<file path="src/rtl/lcs_pkg.sv">
// ----------------------------------------------------------------------------
// lcs_pkg : shared types and constants
// sizes, operation codes, wavefront beat type and controller states
// ----------------------------------------------------------------------------
package lcs_pkg;

    localparam int MAX_LEN = 32;
    localparam int ROW_W   = (MAX_LEN > 1) ? $clog2(MAX_LEN) : 1;
    localparam int CNT_W   = $clog2(MAX_LEN + 1);
    localparam int FILL_W  = $clog2(2 * MAX_LEN + 1);
    localparam int LEN_W   = 6;

    localparam logic [1:0] OP_APPEND_A = 2'd0;
    localparam logic [1:0] OP_APPEND_B = 2'd1;
    localparam logic [1:0] OP_COMPUTE  = 2'd2;

    // one row of the score table travelling along the chain
    typedef struct packed {
        logic             valid;
        logic [7:0]       sym;
        logic [ROW_W-1:0] row;
        logic [CNT_W-1:0] left;
        logic [CNT_W-1:0] diag;
    } t_wave;

    typedef enum logic [2:0] {
        ST_IDLE,
        ST_CLEAR,
        ST_FILL,
        ST_TRACE,
        ST_EMIT
    } t_state;

endpackage

</file>
<file path="src/rtl/lcs_cell.sv">
// ----------------------------------------------------------------------------
// lcs_cell : one column of the score table
// holds one second-string symbol, the running column score and one
// direction bit per row for the traceback
// ----------------------------------------------------------------------------
module lcs_cell (
    input  logic                      i_clk,
    input  logic                      i_rst_n,
    input  lcs_pkg::t_wave            i_wave,
    input  logic                      i_clear,
    input  logic                      i_load,
    input  logic [7:0]                i_load_sym,
    input  logic [lcs_pkg::ROW_W-1:0] i_rd_row,
    output lcs_pkg::t_wave            o_wave,
    output logic [lcs_pkg::CNT_W-1:0] o_score,
    output logic [7:0]                o_sym,
    output logic                      o_dir
);
    import lcs_pkg::*;

    t_wave              r_wave;
    logic [CNT_W-1:0]   r_score;
    logic [7:0]         r_sym;
    logic [MAX_LEN-1:0] r_dir;

    logic               n_left_ge;
    logic [CNT_W-1:0]   n_score;

    always_comb begin
        n_left_ge = (i_wave.left >= r_score);
        if (i_wave.sym == r_sym) begin
            n_score = i_wave.diag + CNT_W'(1);
        end else if (n_left_ge) begin
            n_score = i_wave.left;
        end else begin
            n_score = r_score;
        end
    end

    always_ff @(posedge i_clk) begin
        if (!i_rst_n) begin
            r_wave <= '0;
        end else begin
            r_wave.valid <= i_wave.valid;
            r_wave.sym   <= i_wave.sym;
            r_wave.row   <= i_wave.row;
            r_wave.left  <= n_score;
            r_wave.diag  <= r_score;
        end
    end

    always_ff @(posedge i_clk) begin
        if (i_clear) begin
            r_score <= '0;
        end else if (i_wave.valid) begin
            r_score          <= n_score;
            r_dir[i_wave.row] <= n_left_ge;
        end
        if (i_load) begin
            r_sym <= i_load_sym;
        end
    end

    assign o_wave  = r_wave;
    assign o_score = r_score;
    assign o_sym   = r_sym;
    assign o_dir   = r_dir[i_rd_row];

endmodule

</file>
<file path="src/rtl/longest_common_subsequence_core.sv">
// ----------------------------------------------------------------------------
// longest_common_subsequence_core : lcs of two byte strings
// systolic score fill over a chain of column cells, then traceback
// ----------------------------------------------------------------------------
// channel  dir  tdata                                tuser          tlast
// s_axis   in   [7:0] symbol                         [1:0] operation -
// m_axis   out  [5:0] length [13:6] symbol [14] trunc [0] sym valid  last
//
// a compute clears the cells, fills the score table as the row wave crosses
// the cell chain, walks the traceback, then sends one beat per symbol (a
// single empty beat for length zero) at the output pace
// the input is not ready from compute until the last result beat is taken
// reset clears counts, flag and control; strings and score bits need none
// ----------------------------------------------------------------------------
module longest_common_subsequence_core (
    input  logic        i_clk,
    input  logic        i_rst_n,
    input  logic        s_axis_tvalid,
    output logic        s_axis_tready,
    input  logic [7:0]  s_axis_tdata,   // symbol
    input  logic [1:0]  s_axis_tuser,   // operation
    output logic        m_axis_tvalid,
    input  logic        m_axis_tready,
    output logic [15:0] m_axis_tdata,   // length, symbol, truncated, pad
    output logic        m_axis_tuser,   // symbol_valid
    output logic        m_axis_tlast    // last
);
    import lcs_pkg::*;

    t_state           r_state, n_state;
    logic [CNT_W-1:0] r_n1, r_n2;       // load counts
    logic [CNT_W-1:0] r_cn1, r_cn2;     // counts latched at compute
    logic             r_ovf, r_trunc;
    logic [FILL_W-1:0] r_fill;
    logic [CNT_W-1:0] r_len, r_pos, r_r, r_c;
    logic [ROW_W-1:0] r_k;
    logic [7:0]       r_a  [MAX_LEN];
    logic [7:0]       r_tb [MAX_LEN];

    logic             in_beat, out_beat, out_last;
    logic [FILL_W-1:0] fill_end;
    logic             fill_done, trace_done;
    logic [ROW_W-1:0] rm1, cm1, rd_row;
    logic [CNT_W-1:0] len_calc;
    logic             step_match;

    t_wave            w      [MAX_LEN+1];
    logic [CNT_W-1:0] c_score[MAX_LEN];
    logic [7:0]       c_sym  [MAX_LEN];
    logic             c_dir  [MAX_LEN];

    assign in_beat  = s_axis_tvalid && s_axis_tready;
    assign out_beat = m_axis_tvalid && m_axis_tready;

    // traceback indices, one below the 1-based table coordinates
    assign rm1 = ROW_W'(r_r - CNT_W'(1));
    assign cm1 = ROW_W'(r_c - CNT_W'(1));
    assign rd_row = rm1;

    assign fill_end   = FILL_W'(r_cn1) + FILL_W'(MAX_LEN);
    assign fill_done  = (r_fill == fill_end);
    assign trace_done = (r_r == '0) || (r_c == '0);
    assign len_calc   = (r_cn2 == '0) ? '0 : c_score[ROW_W'(r_cn2 - CNT_W'(1))];
    assign step_match = (r_a[rm1] == c_sym[cm1]);
    assign out_last   = (r_len == '0) || (CNT_W'(r_k) + CNT_W'(1) == r_len);

    // row feeder into the head of the chain
    always_comb begin
        w[0]       = '0;
        w[0].valid = (r_state == ST_FILL) && (r_fill < FILL_W'(r_cn1));
        w[0].row   = ROW_W'(r_fill);
        w[0].sym   = r_a[ROW_W'(r_fill)];
    end

    for (genvar g = 0; g < MAX_LEN; g++) begin : g_cell
        lcs_cell u_cell (
            .i_clk      (i_clk),
            .i_rst_n    (i_rst_n),
            .i_wave     (w[g]),
            .i_clear    (r_state == ST_CLEAR),
            .i_load     (in_beat && (s_axis_tuser == OP_APPEND_B) &&
                         (r_n2 == CNT_W'(g))),
            .i_load_sym (s_axis_tdata),
            .i_rd_row   (rd_row),
            .o_wave     (w[g+1]),
            .o_score    (c_score[g]),
            .o_sym      (c_sym[g]),
            .o_dir      (c_dir[g])
        );
    end

    // next state
    always_comb begin
        n_state = r_state;
        case (r_state)
            ST_IDLE: begin
                if (in_beat && (s_axis_tuser == OP_COMPUTE)) n_state = ST_CLEAR;
            end
            ST_CLEAR: n_state = ST_FILL;
            ST_FILL: begin
                if (fill_done) n_state = ST_TRACE;
            end
            ST_TRACE: begin
                if (trace_done) n_state = ST_EMIT;
            end
            ST_EMIT: begin
                if (out_beat && out_last) n_state = ST_IDLE;
            end
            default: n_state = ST_IDLE;
        endcase
    end

    // handshake outputs
    always_comb begin
        s_axis_tready = (r_state == ST_IDLE);
        m_axis_tvalid = (r_state == ST_EMIT);
        m_axis_tuser  = (r_len != '0);
        m_axis_tlast  = out_last;
        m_axis_tdata  = {1'b0, r_trunc,
                         (r_len == '0) ? 8'd0 : r_tb[r_k],
                         LEN_W'(r_len)};
    end

    always_ff @(posedge i_clk) begin
        if (!i_rst_n) begin
            r_state <= ST_IDLE;
            r_n1    <= '0;
            r_n2    <= '0;
            r_ovf   <= 1'b0;
        end else begin
            r_state <= n_state;
            if (in_beat) begin
                case (s_axis_tuser)
                    OP_APPEND_A: begin
                        if (r_n1 < CNT_W'(MAX_LEN)) r_n1 <= r_n1 + CNT_W'(1);
                        else                        r_ovf <= 1'b1;
                    end
                    OP_APPEND_B: begin
                        if (r_n2 < CNT_W'(MAX_LEN)) r_n2 <= r_n2 + CNT_W'(1);
                        else                        r_ovf <= 1'b1;
                    end
                    OP_COMPUTE: begin
                        r_n1  <= '0;
                        r_n2  <= '0;
                        r_ovf <= 1'b0;
                    end
                    default: ;
                endcase
            end
        end
    end

    // datapath: string store, fill counter, traceback walk, emit index
    always_ff @(posedge i_clk) begin
        if (in_beat && (s_axis_tuser == OP_APPEND_A) && (r_n1 < CNT_W'(MAX_LEN))) begin
            r_a[ROW_W'(r_n1)] <= s_axis_tdata;
        end
        if (in_beat && (s_axis_tuser == OP_COMPUTE)) begin
            r_cn1   <= r_n1;
            r_cn2   <= r_n2;
            r_trunc <= r_ovf;
        end
        if (r_state == ST_CLEAR) begin
            r_fill <= '0;
        end else if (r_state == ST_FILL) begin
            r_fill <= r_fill + FILL_W'(1);
            if (fill_done) begin
                r_len <= len_calc;
                r_pos <= len_calc;
                r_r   <= r_cn1;
                r_c   <= r_cn2;
            end
        end
        if ((r_state == ST_TRACE) && !trace_done) begin
            if (step_match) begin
                if (r_pos != '0) begin
                    r_pos <= r_pos - CNT_W'(1);
                    r_tb[ROW_W'(r_pos - CNT_W'(1))] <= r_a[rm1];
                end
                r_r <= r_r - CNT_W'(1);
                r_c <= r_c - CNT_W'(1);
            end else if (c_dir[cm1]) begin
                // left score at least the upper one
                r_c <= r_c - CNT_W'(1);
            end else begin
                r_r <= r_r - CNT_W'(1);
            end
        end
        if (r_state == ST_TRACE) begin
            r_k <= '0;
        end else if (out_beat && !out_last) begin
            r_k <= r_k + ROW_W'(1);
        end
    end

    // checks
    a_busy_when_emitting: assert property (@(posedge i_clk) disable iff (!i_rst_n)
        m_axis_tvalid |-> !s_axis_tready)
        else $error("input ready while results pending");

    a_empty_is_last: assert property (@(posedge i_clk) disable iff (!i_rst_n)
        (m_axis_tvalid && !m_axis_tuser) |-> m_axis_tlast)
        else $error("empty result not marked last");

    a_idle_after_last: assert property (@(posedge i_clk) disable iff (!i_rst_n)
        (out_beat && m_axis_tlast) |=> s_axis_tready)
        else $error("not idle after last beat");

    a_compute_busy: assert property (@(posedge i_clk) disable iff (!i_rst_n)
        (in_beat && (s_axis_tuser == OP_COMPUTE)) |=> !s_axis_tready)
        else $error("input ready during compute");

endmodule

</file>
<file path="config.mk">
export PLATFORM = sky130hd
export DESIGN_NAME = longest_common_subsequence_core
export DESIGN_NICKNAME = d
export VERILOG_FILES = /design/src/rtl/lcs_pkg.sv /design/src/rtl/lcs_cell.sv /design/src/rtl/longest_common_subsequence_core.sv
export SDC_FILE = /design/constraint.sdc
export NUM_CORES = 2
export LEC_CHECK = 0
export BUFFER_PORTS_ARGS = -buffer_cell sky130_fd_sc_hd__buf_2
export CORE_MARGIN = 2
export CORE_UTILIZATION = 30
export DETAILED_ROUTE_END_ITERATION = 8
export GPL_TIMING_DRIVEN = 0
export MAX_ROUTING_LAYER = met4
export SYNTH_ARGS = -nofsm -noshare
export SYNTH_HDL_FRONTEND = slang
export SYNTH_SLANG_ARGS = --single-unit
</file>
<file path="constraint.sdc">
create_clock -name i_clk -period 7 [get_ports i_clk]
set_clock_uncertainty 0.15 [all_clocks]
set_input_delay 1.4 -clock i_clk [delete_from_list [all_inputs] [get_ports i_clk]]
set_output_delay 1.4 -clock i_clk [all_outputs]
set_load 0.1 [all_outputs]
</file>
* Word level (Yosys, flattened, before mapping)
Memories as Yosys holds them, arrays and structs flattened. A register that Yosys moved wholly into a read port is not among the register bits. Cells that the tools add are included. Widths: inputs -> output; s select.
Storage, ports and cells: bits in read-only memories 0, bits in registers 2343, memories kept 2, input port bits 14, output and inout port bits 20, word-level logic and storage cells 896, memory bits (writable) 512, bits in latches 0
Operators by class: add/sub/neg operators 41, muxes and demuxes 275, $lt $le $gt $ge 102, div/mod/pow operators 0, eq/ne operators 80, reduce and logical (&&, ||, !) cells 129, multiply operators 0, bitwise gates (word level) 3, shift operators 0
Memories:
- r_a | depth 32, width 8, read ports 2, clocked after memory_dff 1, wr ports 1, line longest_common_subsequence_core.sv:37 | logic [7:0] r_a [MAX_LEN];
- r_tb | depth 32, width 8, read ports 1, clocked after memory_dff 1, wr ports 1, line longest_common_subsequence_core.sv:38 | logic [7:0] r_tb [MAX_LEN];
Operators with widths (number):
- $bwmux 32 | 32
- $mux 6 | 87
- $eq 8x8->1 | 33
- $add 6x1->6 const B | 33
- $lt 5x6->1 const B | 33
- $ge 6x6->1 | 31
- $bmux 1 s5 | 33
- $demux 1 s5 | 32
- $ge 5x1->1 const B | 32
- $eq 6x5->1 const B | 16
- $logic_and 1x1->1 | 74
- $mux 1 | 74
- $reduce_and 2->1 | 33
- $eq 6x4->1 const B | 8
- $bmux 8 s5 | 1
- $bmux 6 s5 | 1
- $logic_not 6->1 | 5
- $eq 6x3->1 const B | 4
- $mux 8 | 3
- $pmux 6 s2 | 2
- $mux 5 | 4
- $sub 6x1->6 const B | 3
- $pmux 3 s5 | 1
- $eq 6x2->1 const B | 2
- 32 further kinds | 53

* Logic depth before layout (Yosys ltp)
word-level depth 12, mapped depth 22, mapped depth without buffers 12

* Modules after synthesis
From an unflattened synthesis, not the netlist that was laid out.
Second synthesis, totals: cells, all modules 9634, area total of the unflattened synthesis 127327.1 sq um
By module, submodules not included:
- lcs_cell at g_cell[0].u_cell ... | cells an instance 246, times used 22, sequential area each 1841.8 sq um, area each 3037.9 sq um
- lcs_cell at g_cell[2].u_cell ... | cells an instance 246, times used 10, sequential area each 1841.8 sq um, area each 3040.4 sq um
- longest_common_subsequence_core | cells an instance 1762, times used 1, sequential area each 17066.4 sq um, area each 30088.9 sq um

* Least setup slack after synthesis
OpenSTA, ideal clock, no wires.
kind register -> register, start point register r_r[0], end point memory r_tb[23][0] (enable), cell stages (with the launch flop) 22, required time 6.467 ns, setup time 0.383 ns, arrival 5.059 ns, period minus slack after synthesis 5.593 ns, path buffers 9, setup slack 1.407 ns, cell sequence dfxtp_1 buf_4 buf_6 buf_6 buf_4 inv_1 buf_2 ha_1 buf_2 xnor2_1 clkbuf_1 nor2_1 o22ai_1 and4_1 and3_1 o22ai_2 nor4_2 and3_1 buf_4 buf_6 nand2_2 nor3_1
Between the ends: cells in the longest elaborated chain, start to end 6, elaborated cells on any way between the ends 10, those cells by class add/sub: 1; eq/ne: 1; mux: 3; reduce/logical: 4; memory: 1
RTL lines:
- from (decl) | line longest_common_subsequence_core.sv:35 | logic [CNT_W-1:0] r_len, r_pos, r_r, r_c;
- from (signal assigned) | line longest_common_subsequence_core.sv:170 | r_r <= r_cn1;
- from (signal assigned) | line longest_common_subsequence_core.sv:180 | r_r <= r_r - CNT_W'(1);
- from (signal assigned) | line longest_common_subsequence_core.sv:186 | r_r <= r_r - CNT_W'(1);
- $sub 6x1->6 or $logic_not 6->1 (tied branches)
- $mem_v2 32x8 or $logic_or 1x1->1 (tied branches)
- $eq 8x8->1 or $logic_not 1->1 (tied branches) | line longest_common_subsequence_core.sv:64, longest_common_subsequence_core.sv:174
- $mux 1 or $logic_and 1x1->1 (tied branches) | line longest_common_subsequence_core.sv:175, longest_common_subsequence_core.sv:174
- $mux 1 * | line longest_common_subsequence_core.sv:174 | if ((r_state == ST_TRACE) && !trace_done) begin
- $mux 1 (implied by the code) * | line longest_common_subsequence_core.sv:178 | r_tb[ROW_W'(r_pos - CNT_W'(1))] <= r_a[rm1];
- to (decl) | line longest_common_subsequence_core.sv:38
Every way passes the cells marked *; elsewhere a longest branch is shown, timed or not.

* Worst setup path after layout
start point register r_r[0], end point register r_c[0]
Between the ends: cells in the longest elaborated chain, start to end 9, elaborated cells on any way between the ends 77, those cells by class add/sub: 1; eq/ne: 1; mux: 70; reduce/logical: 4; memory: 1
RTL lines:
- $sub 6x1->6
- $bmux 1 s5 | line lcs_cell.sv:67 | assign o_dir = r_dir[i_rd_row];
- $mux 1 (implied by the code) | line lcs_cell.sv:67
- $bmux 1 s5 | line longest_common_subsequence_core.sv:182 | end else if (c_dir[cm1]) begin
- $mux 1 (implied by the code) (2 in series) | line longest_common_subsequence_core.sv:182
- $mux 6 | line longest_common_subsequence_core.sv:182
- $mux 6 | line longest_common_subsequence_core.sv:175 | if (step_match) begin
- $mux 6 * | line longest_common_subsequence_core.sv:174
- to (signal assigned) | line longest_common_subsequence_core.sv:171 | r_c <= r_cn2;
- to (signal assigned) | line longest_common_subsequence_core.sv:181 | r_c <= r_c - CNT_W'(1);
- to (signal assigned) | line longest_common_subsequence_core.sv:184 | r_c <= r_c - CNT_W'(1);
- to (decl) | line longest_common_subsequence_core.sv:35
Every way passes the cells marked *; elsewhere a longest branch is shown, timed or not. The select of a mux whose other input is x is not followed. A chain may end at the register's enable or synchronous reset.

==> metrics.md <==
| Metric | Value |
|---|---|
| Syn_nets | 9663 |
| Initial antenna violation count | 53 |
| Die height | 649 um |
| Largest fanout on the critical path | 11 |
| Clk pin slew, worst setup/hold paths | 70 ps |
| Nets | 10000 |
| Max-slew violation count | 77 |
| Global-route wire length before repair | 570000 um |
| Initial Util | 30.2% |
| Die ar. | 421000 um^2 |
| Largest net degree at the start of global routing | 65 |
| Max-slew headroom | -8.21% |
| Worst-Skew Late Latency | 930 ps |
| Status | finished with violations |
| Via count | 80600 |
| Final worst path period need | 7070 ps |
| Post-synth EDFFs | 1811 |
| Most area-consuming cells after synthesis | edfxtp_1, dfxtp_1, mux4_2 |
| VDD IR max | 357 uV |
| Initial DRC count | 10600 |
| CTS tree | yes |
| Max_cap viols | 7 |
| Layout cells sized above 1 | 14.7% |
| Post-synth cell types | 82 |
| Register bit total from synthesis | 2865 |
| Die W | 649 um |
| Ports | 34 |
| Vias in the first global route | 78000 |
| Seq/Total Area, Yosys | 60.6% |
| Synthesized area | 125000 um^2 |
| Min Hold Slack | 276 ps |
| H-tree depth | 5 |
| Post-synth top area share | 43.6% |
| Synth async-reset ratio | 0% |
| DRT antenna net count | 0 |
| TritonCTS Buffers | 310 |
| WP data arrival | 7720 ps |
| GRT Resource Usage Total | 19.2% |
| Syn Inst Count | 9403 |
| Clock Tree Root | clkbuf_16 |
| Kind of critical path | reg2reg |
| P_leak | 0.0454 uW |
| CP required | 7650 ps |
| Worst setup EP type | flop |
| FMAX | 141 MHz |
| Syn avg cell area | 13.3 um^2 |
| Most common cell after layout, fill and taps aside | edfxtp_1 |
| Core Box Area | 413000 um^2 |
| Pwr Density | 348 nW/um^2 |
| Clock sinks | 2865 |
| WL final | 405000 um |
| Power after layout | 49900 uW |
| Drt drc | 0 |
| Via density | 5.19 |
| Fin area | 144000 um^2 |
| Total grt overflow | 0 |
| Worst Max-Slew Pin Slew | 1620 ps |
| DRT Pass-1 Iters | 8 |
| Failing checks | capacitance limit, slew limit, setup timing |
| DP Area | 132000 um^2 |
| Max clock buf depth | 4 |
| Synth area leader | edfxtp_1 |
| Top_reg_cell synth | edfxtp_1 |
| Synthesis Warnings | 0 |
| WL per Instance | 26.1 um |
| Final GP Congestion | 0.954 |
| Port Buffer Count | 31 |
| Final hold vios | 0 |
| # fillers | 40200 |
| Most frequent cells in the layout | edfxtp_1, nor2_1, dfxtp_1 |
| Period Utilization, post-route | 101% |
| Area grow syn2layout | 15.1% |
| # setup viols final | 2 |
| Row count | 236 |
| Startpoint Class | flop |
| Worst Hold Class | reg2reg |
| RSZ-0062 raised after global routing | false |
| DP HPWL | 294000 um |
| Final setup margin | -70.2 ps |
-- layer usage --
metal,GRT usage (%),vias up,part of all wire [%]
met5,-,-,0
met4,6.75,0,3.9
met3,3.23,719,9.1
met2,29.4,3788,45
met1,25.6,41000,42
li1,-,35100,-
-- final timing paths --
path                 from        to  slack, ps  cells after the start
setup / recovery   r_r[0]    r_c[0]        -70                     20
hold / removal    r_n1[4]  r_cn1[4]        280                      0
setup reg to reg   r_r[0]    r_c[0]        -70                     20
hold reg to reg   r_n1[4]  r_cn1[4]        280                      0
-- registers in the layout (all words and copies together), names as in the netlist, named ones only --
| name | cells |
|---|---|
| g_cell.u_cell.o_wave | 806 |
| r_ovf | 1 |
| r_a | 256 |
| g_cell.u_cell.o_score | 192 |
| r_k | 5 |
| r_state | 3 |
| r_len | 6 |
| g_cell.u_cell.o_sym | 256 |
| g_cell.u_cell.r_dir | 1024 |
| r_n1 | 6 |
| r_cn1 | 6 |
| r_c | 6 |
| r_cn2 | 6 |
| r_trunc | 1 |
| r_fill | 7 |
| r_r | 6 |
| r_n2 | 6 |
| r_tb | 256 |
| r_pos | 6 |
-- cell usage after synthesis (all sizes together) (6+ instances only) --
| cell | instances |
|---|---|
| o221ai | 7 |
| o21ai | 139 |
| inv | 306 |
| clkbuf | 288 |
| nor2 | 1544 |
| nor3b | 8 |
| a32oi | 28 |
| mux2i | 384 |
| nand4 | 44 |
| or3 | 45 |
| o21a | 7 |
| a21o | 123 |
| a31oi | 11 |
| a21boi | 32 |
| o22ai | 74 |
| nor4 | 65 |
| nor3 | 27 |
| nand3 | 167 |
| buf | 144 |
| nand3b | 99 |
| and2 | 740 |
| xnor2 | 127 |
| edfxtp | 1811 |
| mux4 | 624 |
| or3b | 67 |
| or4b | 23 |
| and3 | 30 |
| ha | 246 |
| a21oi | 295 |
| a221o | 12 |
| nand4b | 46 |
| xor2 | 294 |
| and4 | 8 |
| a211oi | 6 |
| o211ai | 39 |
| nand2 | 330 |
| dfxtp | 1054 |
| nand2b | 39 |
| nor2b | 17 |
-- final cells by class --
| type | instances | area [um^2] | share of cell area, % |
|---|---|---|---|
| sequential | 2865 | 75500 | 52.6 |
| multi-input combinational | 5799 | 46600 | 32.5 |
| clock buffer | 460 | 9130 | 6.36 |
| tap | 5474 | 6850 | 4.77 |
| buffer | 431 | 2120 | 1.48 |
| clock inverter | 112 | 1200 | 0.833 |
| inverter | 307 | 1160 | 0.806 |
| timing repair buffer | 73 | 920 | 0.641 |
| antenna | 18 | 45.0 | 0.0314 |
-- per-stage QoR --
| stage | worst slack (ps) | setup TNS [ps] | instances | util (%) |
|---|---|---|---|---|
| after floorplan | 1410 | 0 | 9403 | - |
| after global placement | -3800 | -978950 | 14900 | 31.8 |
| after detailed placement | -3640 | -886240 | 14900 | 32.0 |
| after CTS | 5.65 | 0 | 15500 | 34.7 |
| after global routing | 13.1 | 0 | 15500 | 34.7 |
| final | -70.2 | -104 | 15500 | 34.7 |
-- where the power goes --
group | internal [uW] | total, uW | switching (uW)
Clock | 9720 | 16700 | 7020
Sequential | 19000 | 19200 | 189
Combinational | 4320 | 14000 | 9710
-- what timing repair did --
action	in CTS	in global routing
resized for setup	176	27
buffers inserted	17	3
endpoints found under the setup margin	278	267
pin swaps	17	3
hold buffers	0	0
hold endpoints to repair	0	0
-- worst max-delay path, stage by stage (launching register included) --
cell,delay (ps)
dfxtp_1,450
buf_4,290
buf_6,250
buf_6,260
buf_6,310
inv_1,210
buf_4,300
ha_2,510
buf_4,290
buf_4,300
clkbuf_4,420
mux4_2,270
nand2_1,50
a32o_1,270
nor4b_1,860
and4b_1,400
o31ai_2,510
o221a_1,290
buf_6,150
nor3_1,50
a221o_1,280
-- cell families after synthesis --
family	Yosys count	synth area share, %
buffers and inverters	739	2.46
other	1	0.00301
flip-flops	2865	60.6
adder cells (fa/ha/maj)	246	2.47
XOR/XNOR	421	2.96
AO/OA/AOI/OAI	810	4.07
AND/OR/NAND/NOR	3311	13.1
multiplexers	1010	14.4
No activity file was read; power rests on OpenSTA's default activity.
